$ cat config.mk
export PLATFORM = sky130hd
export DESIGN_NAME = unsorted_min_max_priority_queue
export DESIGN_NICKNAME = d
export VERILOG_FILES = /design/src/design/umq_pkg.sv /design/src/design/umq_ram.sv /design/src/design/unsorted_min_max_priority_queue.sv
export SDC_FILE = /design/constraint.sdc
export NUM_CORES = 1
export LEC_CHECK = 0
export BUFFER_PORTS_ARGS = -buffer_cell sky130_fd_sc_hd__buf_2
export CAP_MARGIN = 20
export CORE_ASPECT_RATIO = 0.75
export CORE_MARGIN = 2
export CORE_UTILIZATION = 55
export CTS_CLUSTER_DIAMETER = 30
export DETAILED_ROUTE_END_ITERATION = 8
export PLACE_DENSITY_LB_ADDON = 0.15
export RECOVER_POWER = 50
export SLEW_MARGIN = 10
export SYNTH_ARGS = -nofsm -noshare
export SYNTH_HDL_FRONTEND = slang
export SYNTH_SLANG_ARGS = --single-unit
$ cat constraint.sdc
create_clock -name clk -period 5.6 [get_ports clk]
set_clock_uncertainty 0.2 [all_clocks]
set_input_delay 0.28 -clock clk [delete_from_list [all_inputs] [get_ports clk]]
set_output_delay 0.28 -clock clk [all_outputs]
set_load 0.005 [all_outputs]
$ cat src/design/umq_pkg.sv
// Shared types and codes for the unsorted min/max priority queue.
// No dependencies; used by the top level and the testbench.
`timescale 1ns / 1ps

package umq_pkg;

    localparam int unsigned DATA_W  = 32;
    localparam int unsigned COUNT_W = 5;

    typedef logic [DATA_W-1:0] data_t;

    // Request codes on req_type
    typedef enum logic [1:0] {
        REQ_INSERT = 2'd0,
        REQ_MAX    = 2'd1,
        REQ_MIN    = 2'd2,
        REQ_SEARCH = 2'd3
    } req_t;

    // Result status codes
    typedef enum logic [1:0] {
        ST_OK        = 2'd0,
        ST_NOT_FOUND = 2'd1,
        ST_REFUSED   = 2'd2,
        ST_FULL      = 2'd3
    } status_t;

endpackage

$ cat src/design/umq_ram.sv
// Generic simple dual-port RAM: one write port, one read port, registered read.
// No dependencies.
`timescale 1ns / 1ps

module umq_ram #(
    parameter int WIDTH = 32,
    parameter int DEPTH = 16
) (
    input  logic                     clk,
    input  logic                     we,
    input  logic [$clog2(DEPTH)-1:0] waddr,
    input  logic [WIDTH-1:0]         wdata,
    input  logic [$clog2(DEPTH)-1:0] raddr,
    output logic [WIDTH-1:0]         rdata
);

    logic [WIDTH-1:0] mem [DEPTH];

    // Write port and registered read port
    always_ff @(posedge clk)
    begin
        if (we)
        begin
            mem[waddr] <= wdata;
        end
        rdata <= mem[raddr];
    end

endmodule

$ cat src/design/unsorted_min_max_priority_queue.sv
// Top level of the double-ended priority queue over an unsorted value store.
// Depends on umq_pkg (types, codes) and umq_ram (entry store).
`timescale 1ns / 1ps

// Usage:
//   A transaction is accepted at a rising edge with start high and busy low;
//   req_type and value are sampled there. Exactly one result follows, shown
//   for a single cycle on result_value, status and entry_count with done high.
//   The receiver cannot stall: done is a one-cycle strobe.
// Sequence:
//   Insert, refused extract, insert into a full store and search of an empty
//   store finish at once (done in the cycle after acceptance).
//   Extract-max, extract-min and search scan every stored entry: the store
//   RAM has one read port, so the scan reads one entry per cycle through the
//   shared comparators, then a final step (S_LAST) folds in the last entry and,
//   for an extract, writes the last entry into the freed slot.
// Throughput:
//   busy stays low for results given at once; for a scan it is high from
//   acceptance until the cycle done rises, and a new transaction may be accepted in the done cycle.
// Reset:
//   rst_n (async, active low) empties the store; no clearing pass is needed,
//   since only entries below the occupancy are ever used.
module unsorted_min_max_priority_queue #(
    parameter int DEPTH = 16
) (
    input  logic        clk,
    input  logic        rst_n,
    input  logic        start,
    output logic        busy,
    input  logic [1:0]  req_type,
    input  logic [31:0] value,
    output logic        done,
    output logic [31:0] result_value,
    output logic [1:0]  status,
    output logic [4:0]  entry_count
);

    localparam int AW = $clog2(DEPTH);
    localparam int CW = $clog2(DEPTH + 1);

    typedef enum logic [1:0] {
        S_IDLE,
        S_SCAN,
        S_LAST
    } state_t;

    state_t                   state_reg,    state_next;
    logic [CW-1:0]            occ_reg,      occ_next;
    umq_pkg::req_t            req_reg,      req_next;
    umq_pkg::data_t           val_reg,      val_next;
    logic [AW-1:0]            scan_idx_reg, scan_idx_next;
    logic                     rvalid_reg,   rvalid_next;
    logic [AW-1:0]            ridx_reg,     ridx_next;
    umq_pkg::data_t           best_val_reg, best_val_next;
    logic [AW-1:0]            best_idx_reg, best_idx_next;
    logic                     found_reg,    found_next;
    umq_pkg::data_t           res_val_reg,  res_val_next;
    umq_pkg::status_t         status_reg,   status_next;
    logic                     done_reg,     done_next;

    logic                     ram_we;
    logic [AW-1:0]            ram_waddr;
    umq_pkg::data_t           ram_wdata;
    logic [AW-1:0]            ram_raddr;
    umq_pkg::data_t           ram_rdata;

    logic                     accept;
    umq_pkg::req_t            req_in;
    logic                     cmp_gt;
    logic                     cmp_lt;
    logic                     cmp_eq;
    logic                     better;
    logic [AW-1:0]            last_idx;

    assign accept   = start && !busy;
    assign req_in   = umq_pkg::req_t'(req_type);
    assign last_idx = AW'(occ_reg - CW'(1));

    // Shared comparator: RAM read data against running best / search key
    assign cmp_gt = $signed(ram_rdata) > $signed(best_val_reg);
    assign cmp_lt = $signed(ram_rdata) < $signed(best_val_reg);
    assign cmp_eq = ram_rdata == val_reg;
    assign better = (req_reg == umq_pkg::REQ_MAX) ? cmp_gt : cmp_lt;

    umq_ram #(
        .WIDTH (umq_pkg::DATA_W),
        .DEPTH (DEPTH)
    ) u_store (
        .clk   (clk),
        .we    (ram_we),
        .waddr (ram_waddr),
        .wdata (ram_wdata),
        .raddr (ram_raddr),
        .rdata (ram_rdata)
    );

    // Sequencer next-state logic
    always_comb
    begin
        state_next    = state_reg;
        occ_next      = occ_reg;
        req_next      = req_reg;
        val_next      = val_reg;
        scan_idx_next = scan_idx_reg;
        rvalid_next   = 1'b0;
        ridx_next     = ridx_reg;
        best_val_next = best_val_reg;
        best_idx_next = best_idx_reg;
        found_next    = found_reg;
        res_val_next  = res_val_reg;
        status_next   = status_reg;
        done_next     = 1'b0;
        ram_we        = 1'b0;
        ram_waddr     = AW'(occ_reg);
        ram_wdata     = value;
        ram_raddr     = scan_idx_reg;

        unique case (state_reg)
            S_IDLE:
            begin
                if (accept)
                begin
                    req_next      = req_in;
                    val_next      = value;
                    scan_idx_next = '0;
                    found_next    = 1'b0;
                    res_val_next  = '0;
                    status_next   = umq_pkg::ST_OK;
                    unique case (req_in)
                        umq_pkg::REQ_INSERT:
                        begin
                            done_next = 1'b1;
                            if (occ_reg >= CW'(DEPTH))
                            begin
                                status_next = umq_pkg::ST_FULL;
                            end
                            else
                            begin
                                ram_we   = 1'b1;
                                occ_next = occ_reg + CW'(1);
                            end
                        end
                        umq_pkg::REQ_MAX, umq_pkg::REQ_MIN:
                        begin
                            if (occ_reg <= CW'(1))
                            begin
                                status_next = umq_pkg::ST_REFUSED;
                                done_next   = 1'b1;
                            end
                            else
                            begin
                                state_next = S_SCAN;
                            end
                        end
                        umq_pkg::REQ_SEARCH:
                        begin
                            if (occ_reg == '0)
                            begin
                                status_next = umq_pkg::ST_NOT_FOUND;
                                done_next   = 1'b1;
                            end
                            else
                            begin
                                state_next = S_SCAN;
                            end
                        end
                        default:
                        begin
                            done_next = 1'b1;
                        end
                    endcase
                end
            end

            S_SCAN:
            begin
                // Issue one read per cycle
                rvalid_next   = 1'b1;
                ridx_next     = scan_idx_reg;
                scan_idx_next = scan_idx_reg + AW'(1);
                if (scan_idx_reg == last_idx)
                begin
                    state_next = S_LAST;
                end
                // Fold in the entry read last cycle
                if (rvalid_reg)
                begin
                    if (ridx_reg == '0 || better)
                    begin
                        best_val_next = ram_rdata;
                        best_idx_next = ridx_reg;
                    end
                    if (cmp_eq)
                    begin
                        found_next = 1'b1;
                    end
                end
            end

            S_LAST:
            begin
                // ram_rdata holds the last occupied entry
                state_next = S_IDLE;
                done_next  = 1'b1;
                if (req_reg == umq_pkg::REQ_SEARCH)
                begin
                    if (found_reg || cmp_eq)
                    begin
                        res_val_next = val_reg;
                        status_next  = umq_pkg::ST_OK;
                    end
                    else
                    begin
                        res_val_next = '0;
                        status_next  = umq_pkg::ST_NOT_FOUND;
                    end
                end
                else
                begin
                    // Move the last entry into the extracted slot
                    ram_we    = 1'b1;
                    ram_wdata = ram_rdata;
                    ram_waddr = better ? ridx_reg : best_idx_reg;
                    res_val_next = better ? ram_rdata : best_val_reg;
                    status_next  = umq_pkg::ST_OK;
                    occ_next     = occ_reg - CW'(1);
                end
            end

            default:
            begin
                state_next = S_IDLE;
            end
        endcase
    end

    // State and registered outputs
    always_ff @(posedge clk or negedge rst_n)
    begin
        if (!rst_n)
        begin
            state_reg  <= S_IDLE;
            occ_reg    <= '0;
            rvalid_reg <= 1'b0;
            done_reg   <= 1'b0;
            found_reg  <= 1'b0;
        end
        else
        begin
            state_reg  <= state_next;
            occ_reg    <= occ_next;
            rvalid_reg <= rvalid_next;
            done_reg   <= done_next;
            found_reg  <= found_next;
        end
    end

    // Payload registers
    always_ff @(posedge clk)
    begin
        req_reg      <= req_next;
        val_reg      <= val_next;
        scan_idx_reg <= scan_idx_next;
        ridx_reg     <= ridx_next;
        best_val_reg <= best_val_next;
        best_idx_reg <= best_idx_next;
        res_val_reg  <= res_val_next;
        status_reg   <= status_next;
    end

    assign busy         = state_reg != S_IDLE;
    assign done         = done_reg;
    assign result_value = res_val_reg;
    assign status       = status_reg;
    assign entry_count  = umq_pkg::COUNT_W'(occ_reg);

    // Checks
    a_occ_bound: assert property (@(posedge clk) disable iff (!rst_n)
        occ_reg <= CW'(DEPTH))
        else $error("occupancy above depth");

    a_done_idle: assert property (@(posedge clk) disable iff (!rst_n)
        done |-> !busy)
        else $error("result strobe while still busy");

    a_last_has_data: assert property (@(posedge clk) disable iff (!rst_n)
        state_reg == S_LAST |-> rvalid_reg)
        else $error("final scan step without read data");

    a_occ_moves_with_done: assert property (@(posedge clk) disable iff (!rst_n)
        occ_reg != $past(occ_reg) |-> done)
        else $error("occupancy changed without a result");

    a_refused_zero: assert property (@(posedge clk) disable iff (!rst_n)
        done && (status == umq_pkg::ST_REFUSED || status == umq_pkg::ST_FULL)
            |-> result_value == '0)
        else $error("refused transaction returned a value");

endmodule

==> reports/results.txt <==
Number of nets still failing antenna checks after routing -> 0
Outcome -> finished with violations
Combinational share of power -> 26.5%
Leakage power summed over all cells -> 0.0109 µW
Via count -> 14185
Cells after Synth -> 1382
Detailed Routing Iterations Pass 1 -> 5
Via density per instance -> 6.12
Worst reg2reg path depth -> 11
Fraction of power spent switching nets -> 31.4%
Effective utilization at floorplan -> 55.9%
Total setup violations reported at the end of the flow -> 0
Clock power frac -> 36.3%
Max-slew violation total from the final report -> 193
Number of flip-flops in the largest register -> 512
Sum of net half-perimeters after detailed placement -> 43.4 mm
Worst-path cell chain -> inv_1 -> ha_1 -> nand4_1 -> nor3_2 -> nand2_1 -> a211oi_2 -> nor4_1 -> a211oi_1 -> nand3_1 -> nor2_4 -> buf_4
Most common cell after layout, fill and taps aside -> sky130_fd_sc_hd__edfxtp_1
Max stage delay on crit path -> 740 ps
Clock Pin Slew Worst Setup and Hold Paths -> 60 ps
Setup TNS -> 0 ps
Vertical die dimension -> 194 µm
Top register by number of flip-flops -> u_store.mem
Final min period -> 4730 ps
Number of top-level pins -> 78
Synthesis-to-layout area growth -> 20.2%
Syn_nets -> 1457
Total of buffers placed on input and output ports -> 77
Hold Path Cell Cnt -> 2
Fin Hold WS -> 180 ps
End of the worst register-to-register path -> u_store.mem[1][9]$_DFFE_PP_
Transition at the pin with the smallest max-transition slack -> 3390 ps
Clock tree from TritonCTS -> built
Die area -> 50100 µm²
Sequential share of the synthesized area -> 73.9%
H-tree depth reported by CTS -> 3
Power per unit of standard cell area -> 564 nW/µm²
Number of enable-type register cells in the synthesized netlist -> 624
Routability-driven placement congestion ratio -> 0.867
Internal Pwr Total -> 12400 µW
GRT Total Usage -> 27.1%
CP Launch Type -> flop
Data arrival time at the worst-slack endpoint -> 4880 ps
Initial drt markers -> 1917
Via count of the first global-routing pass -> 13796
Top fanout value on the critical path -> 23
Proportion of register bits with asynchronous set or reset after synthesis -> 1.50%
Number of buffers created by CTS -> 103
Violations in the final reports -> max-capacitance violations, max-slew violations
Top library cells by usage in the layout, fill and taps aside -> sky130_fd_sc_hd__edfxtp_1 (624), sky130_fd_sc_hd__mux4_2 (160), sky130_fd_sc_hd__nand2_1 (155)
Final hold violation count -> 0
Netlist Area Pre-Place -> 26600 µm²
Endpoint of the worst hold-timing path -> val_reg[12]$_DFFE_PP_
Reported max-cap violation count -> 6
Relative contribution of sequential cells to total power -> 37.2%
Root buf cell -> sky130_fd_sc_hd__clkbuf_16
Routed length per placed instance -> 28.4 µm
Setup repair after global routing missed its margin -> false
Largest net degree at the start of global routing -> 76
Number of buffers on the longest clock path -> 3
WP data required -> 5750 ps
Worst-path cell with the longest stage delay -> sky130_fd_sc_hd__nor2_4
Wire length of the first global-routing pass -> 96.3 mm
Setup CP Type -> reg -> reg
Area of the core region -> 47500 µm²
IR Drop Worst-Case VDD -> 0.335 mV
Power spent charging and discharging nets -> 5650 µW
Final #Nets -> 1665
Worst reg2reg path startpoint -> best_val_reg[15]$_DFFE_PP_
Share of post-route cells with drive strength above 1 -> 25.2%
Insertion delay to the later sink of the worst-skew pair -> 650 ps
Worst min path class -> in -> reg
Warning count from the yosys run -> 0
#FFs+latches synth -> 666
Crit end category -> flop
Sum of overflow across all layers after global routing -> 0
Peak Freq -> 212 MHz
Count of cell types in the netlist -> 53
Register-to-register setup slack -> 870 ps
Antenna violations before repair -> 5
Total Routed Length -> 65.7 mm
Max-Slew Margin vs Limit -> -126%
Most common flop cell mapped by yosys -> sky130_fd_sc_hd__edfxtp_1
Resized Gates After CTS -> 0
Setup Buffers After CTS -> 0
Start point of the worst min-delay path -> value[12]
Final critical-path share of the clock period -> 84.4%
Die Wd -> 258 µm
Number of remaining DRC errors -> 0
Clock sinks -> 666
Number of core rows -> 69
Synth Area per Inst -> 19.2 µm²
## final cells by class
type	instances	area (µm²)
multi-input cells	615	6660
diodes	1	2.50
inverters	42	158
repair buffers	162	1070
fillers	3097	15600
clock inverters	72	882
clock buffers	120	2730
well taps	639	800
flip-flops and latches	666	19600
## stage by stage
stage	cell area [µm²]	total power (µW)	worst slack (ps)	cells	utilization, %
floorplan	26600	9640	1270	1382	-
global placement	28000	11400	1040	2085	59.0
detailed placement	28000	11400	983	2085	59.0
CTS	32000	18000	971	2314	67.4
global route	31900	18700	630	2316	67.2
finish	31900	18000	875	2317	67.2
## worst max-delay path by stage
| stage | from | end | slack, ps | cells past startpoint |
|---|---|---|---|---|
| 2_1_floorplan | best_val_reg[27]$_DFFE_PP_ | u_store.mem[15][0]$_DFFE_PP_ | 1270 | 10 |
| 3_3_place_gp | u_store.rdata[27]$_DFF_P_ | u_store.mem[10][12]$_DFFE_PP_ | 1040 | 10 |
| 3_5_place_dp | u_store.rdata[27]$_DFF_P_ | u_store.mem[1][9]$_DFFE_PP_ | 980 | 10 |
| 4_1_cts | u_store.rdata[27]$_DFF_P_ | u_store.mem[9][19]$_DFFE_PP_ | 970 | 10 |
| 5_1_grt | best_val_reg[15]$_DFFE_PP_ | u_store.mem[7][14]$_DFFE_PP_ | 630 | 11 |
| 6_report | best_val_reg[15]$_DFFE_PP_ | u_store.mem[1][9]$_DFFE_PP_ | 870 | 11 |
## kinds of logic (layout without fill, tap and decap cells)
family	Yosys count	after routing	share of synthesized area, %
multiplexers	198	198	15.1
other	0	1	0
flip-flops	666	666	73.9
buffers and inverters	101	396	1.53
AO/OA/AOI/OAI	96	96	2.25
adder cells (fa/ha/maj)	38	38	1.79
AND/OR/NAND/NOR	239	239	4.03
XOR/XNOR	44	44	1.45
## power groups by stage
stage | Sequential, µW | Clock (µW) | Combinational [µW]
global route | 6760 | 6860 | 5080
finish | 6700 | 6540 | 4770
CTS | 6710 | 6620 | 4680
global placement | 6780 | 0 | 4590
detailed placement | 6800 | 0 | 4630
floorplan | 6600 | 0 | 3040
## cell usage after synthesis (2+ instances only)
library cell / number / share of area (%)
sky130_fd_sc_hd__o22ai_1: 3 / 0.071
sky130_fd_sc_hd__nand4_1: 11 / 0.26
sky130_fd_sc_hd__buf_1: 12 / 0.17
sky130_fd_sc_hd__xor2_1: 36 / 1.2
sky130_fd_sc_hd__dfxtp_1: 32 / 2.4
sky130_fd_sc_hd__xnor2_1: 8 / 0.26
sky130_fd_sc_hd__a211oi_1: 3 / 0.085
sky130_fd_sc_hd__nand2b_1: 5 / 0.12
sky130_fd_sc_hd__a21oi_1: 24 / 0.45
sky130_fd_sc_hd__nor2b_1: 5 / 0.12
sky130_fd_sc_hd__o21ai_1: 34 / 0.64
sky130_fd_sc_hd__or3_1: 3 / 0.071
sky130_fd_sc_hd__o211ai_1: 5 / 0.14
sky130_fd_sc_hd__a22oi_1: 3 / 0.085
sky130_fd_sc_hd__buf_6: 3 / 0.13
sky130_fd_sc_hd__o311ai_0: 2 / 0.066
sky130_fd_sc_hd__inv_1: 42 / 0.59
sky130_fd_sc_hd__buf_2: 3 / 0.057
sky130_fd_sc_hd__nand3b_1: 3 / 0.085
sky130_fd_sc_hd__a31oi_1: 2 / 0.047
sky130_fd_sc_hd__ha_1: 38 / 1.8
sky130_fd_sc_hd__mux2_2: 2 / 0.085
sky130_fd_sc_hd__mux4_2: 160 / 14
sky130_fd_sc_hd__and2_1: 3 / 0.071
sky130_fd_sc_hd__o21ai_0: 9 / 0.17
sky130_fd_sc_hd__nor4_1: 10 / 0.24
sky130_fd_sc_hd__clkbuf_1: 41 / 0.58
sky130_fd_sc_hd__nand2_1: 155 / 2.2
sky130_fd_sc_hd__edfxtp_1: 624 / 71
sky130_fd_sc_hd__mux2i_1: 35 / 1.3
sky130_fd_sc_hd__dfrtp_1: 10 / 0.94
sky130_fd_sc_hd__nor3_1: 3 / 0.057
sky130_fd_sc_hd__nor2_1: 28 / 0.40
sky130_fd_sc_hd__nand3_1: 6 / 0.11
## what timing repair did
action	CTS	global route
endpoints found under the hold margin	49	0
hold buffers	37	0
endpoints found under the setup margin	0	0
## critical path: cells and delay by family (launching register included)
family | cells | cell delay (ps)
AND/OR/NAND/NOR | 6 | 2200
AO/OA/AOI/OAI | 2 | 1030
flip-flops | 1 | 340
buffers and inverters | 2 | 340
adder cells (fa/ha/maj) | 1 | 300
## metal layers
metal / GRT usage (%) / up-vias / wire (µm)
met5: 0 / - / 0
met4: 7.13 / 0 / 1430
met3: 9.94 / 97 / 8470
met2: 33.7 / 770 / 26000
met1: 44.5 / 7332 / 29800
li1: - / 5986 / -
No activity file was read; power rests on OpenSTA's default activity.
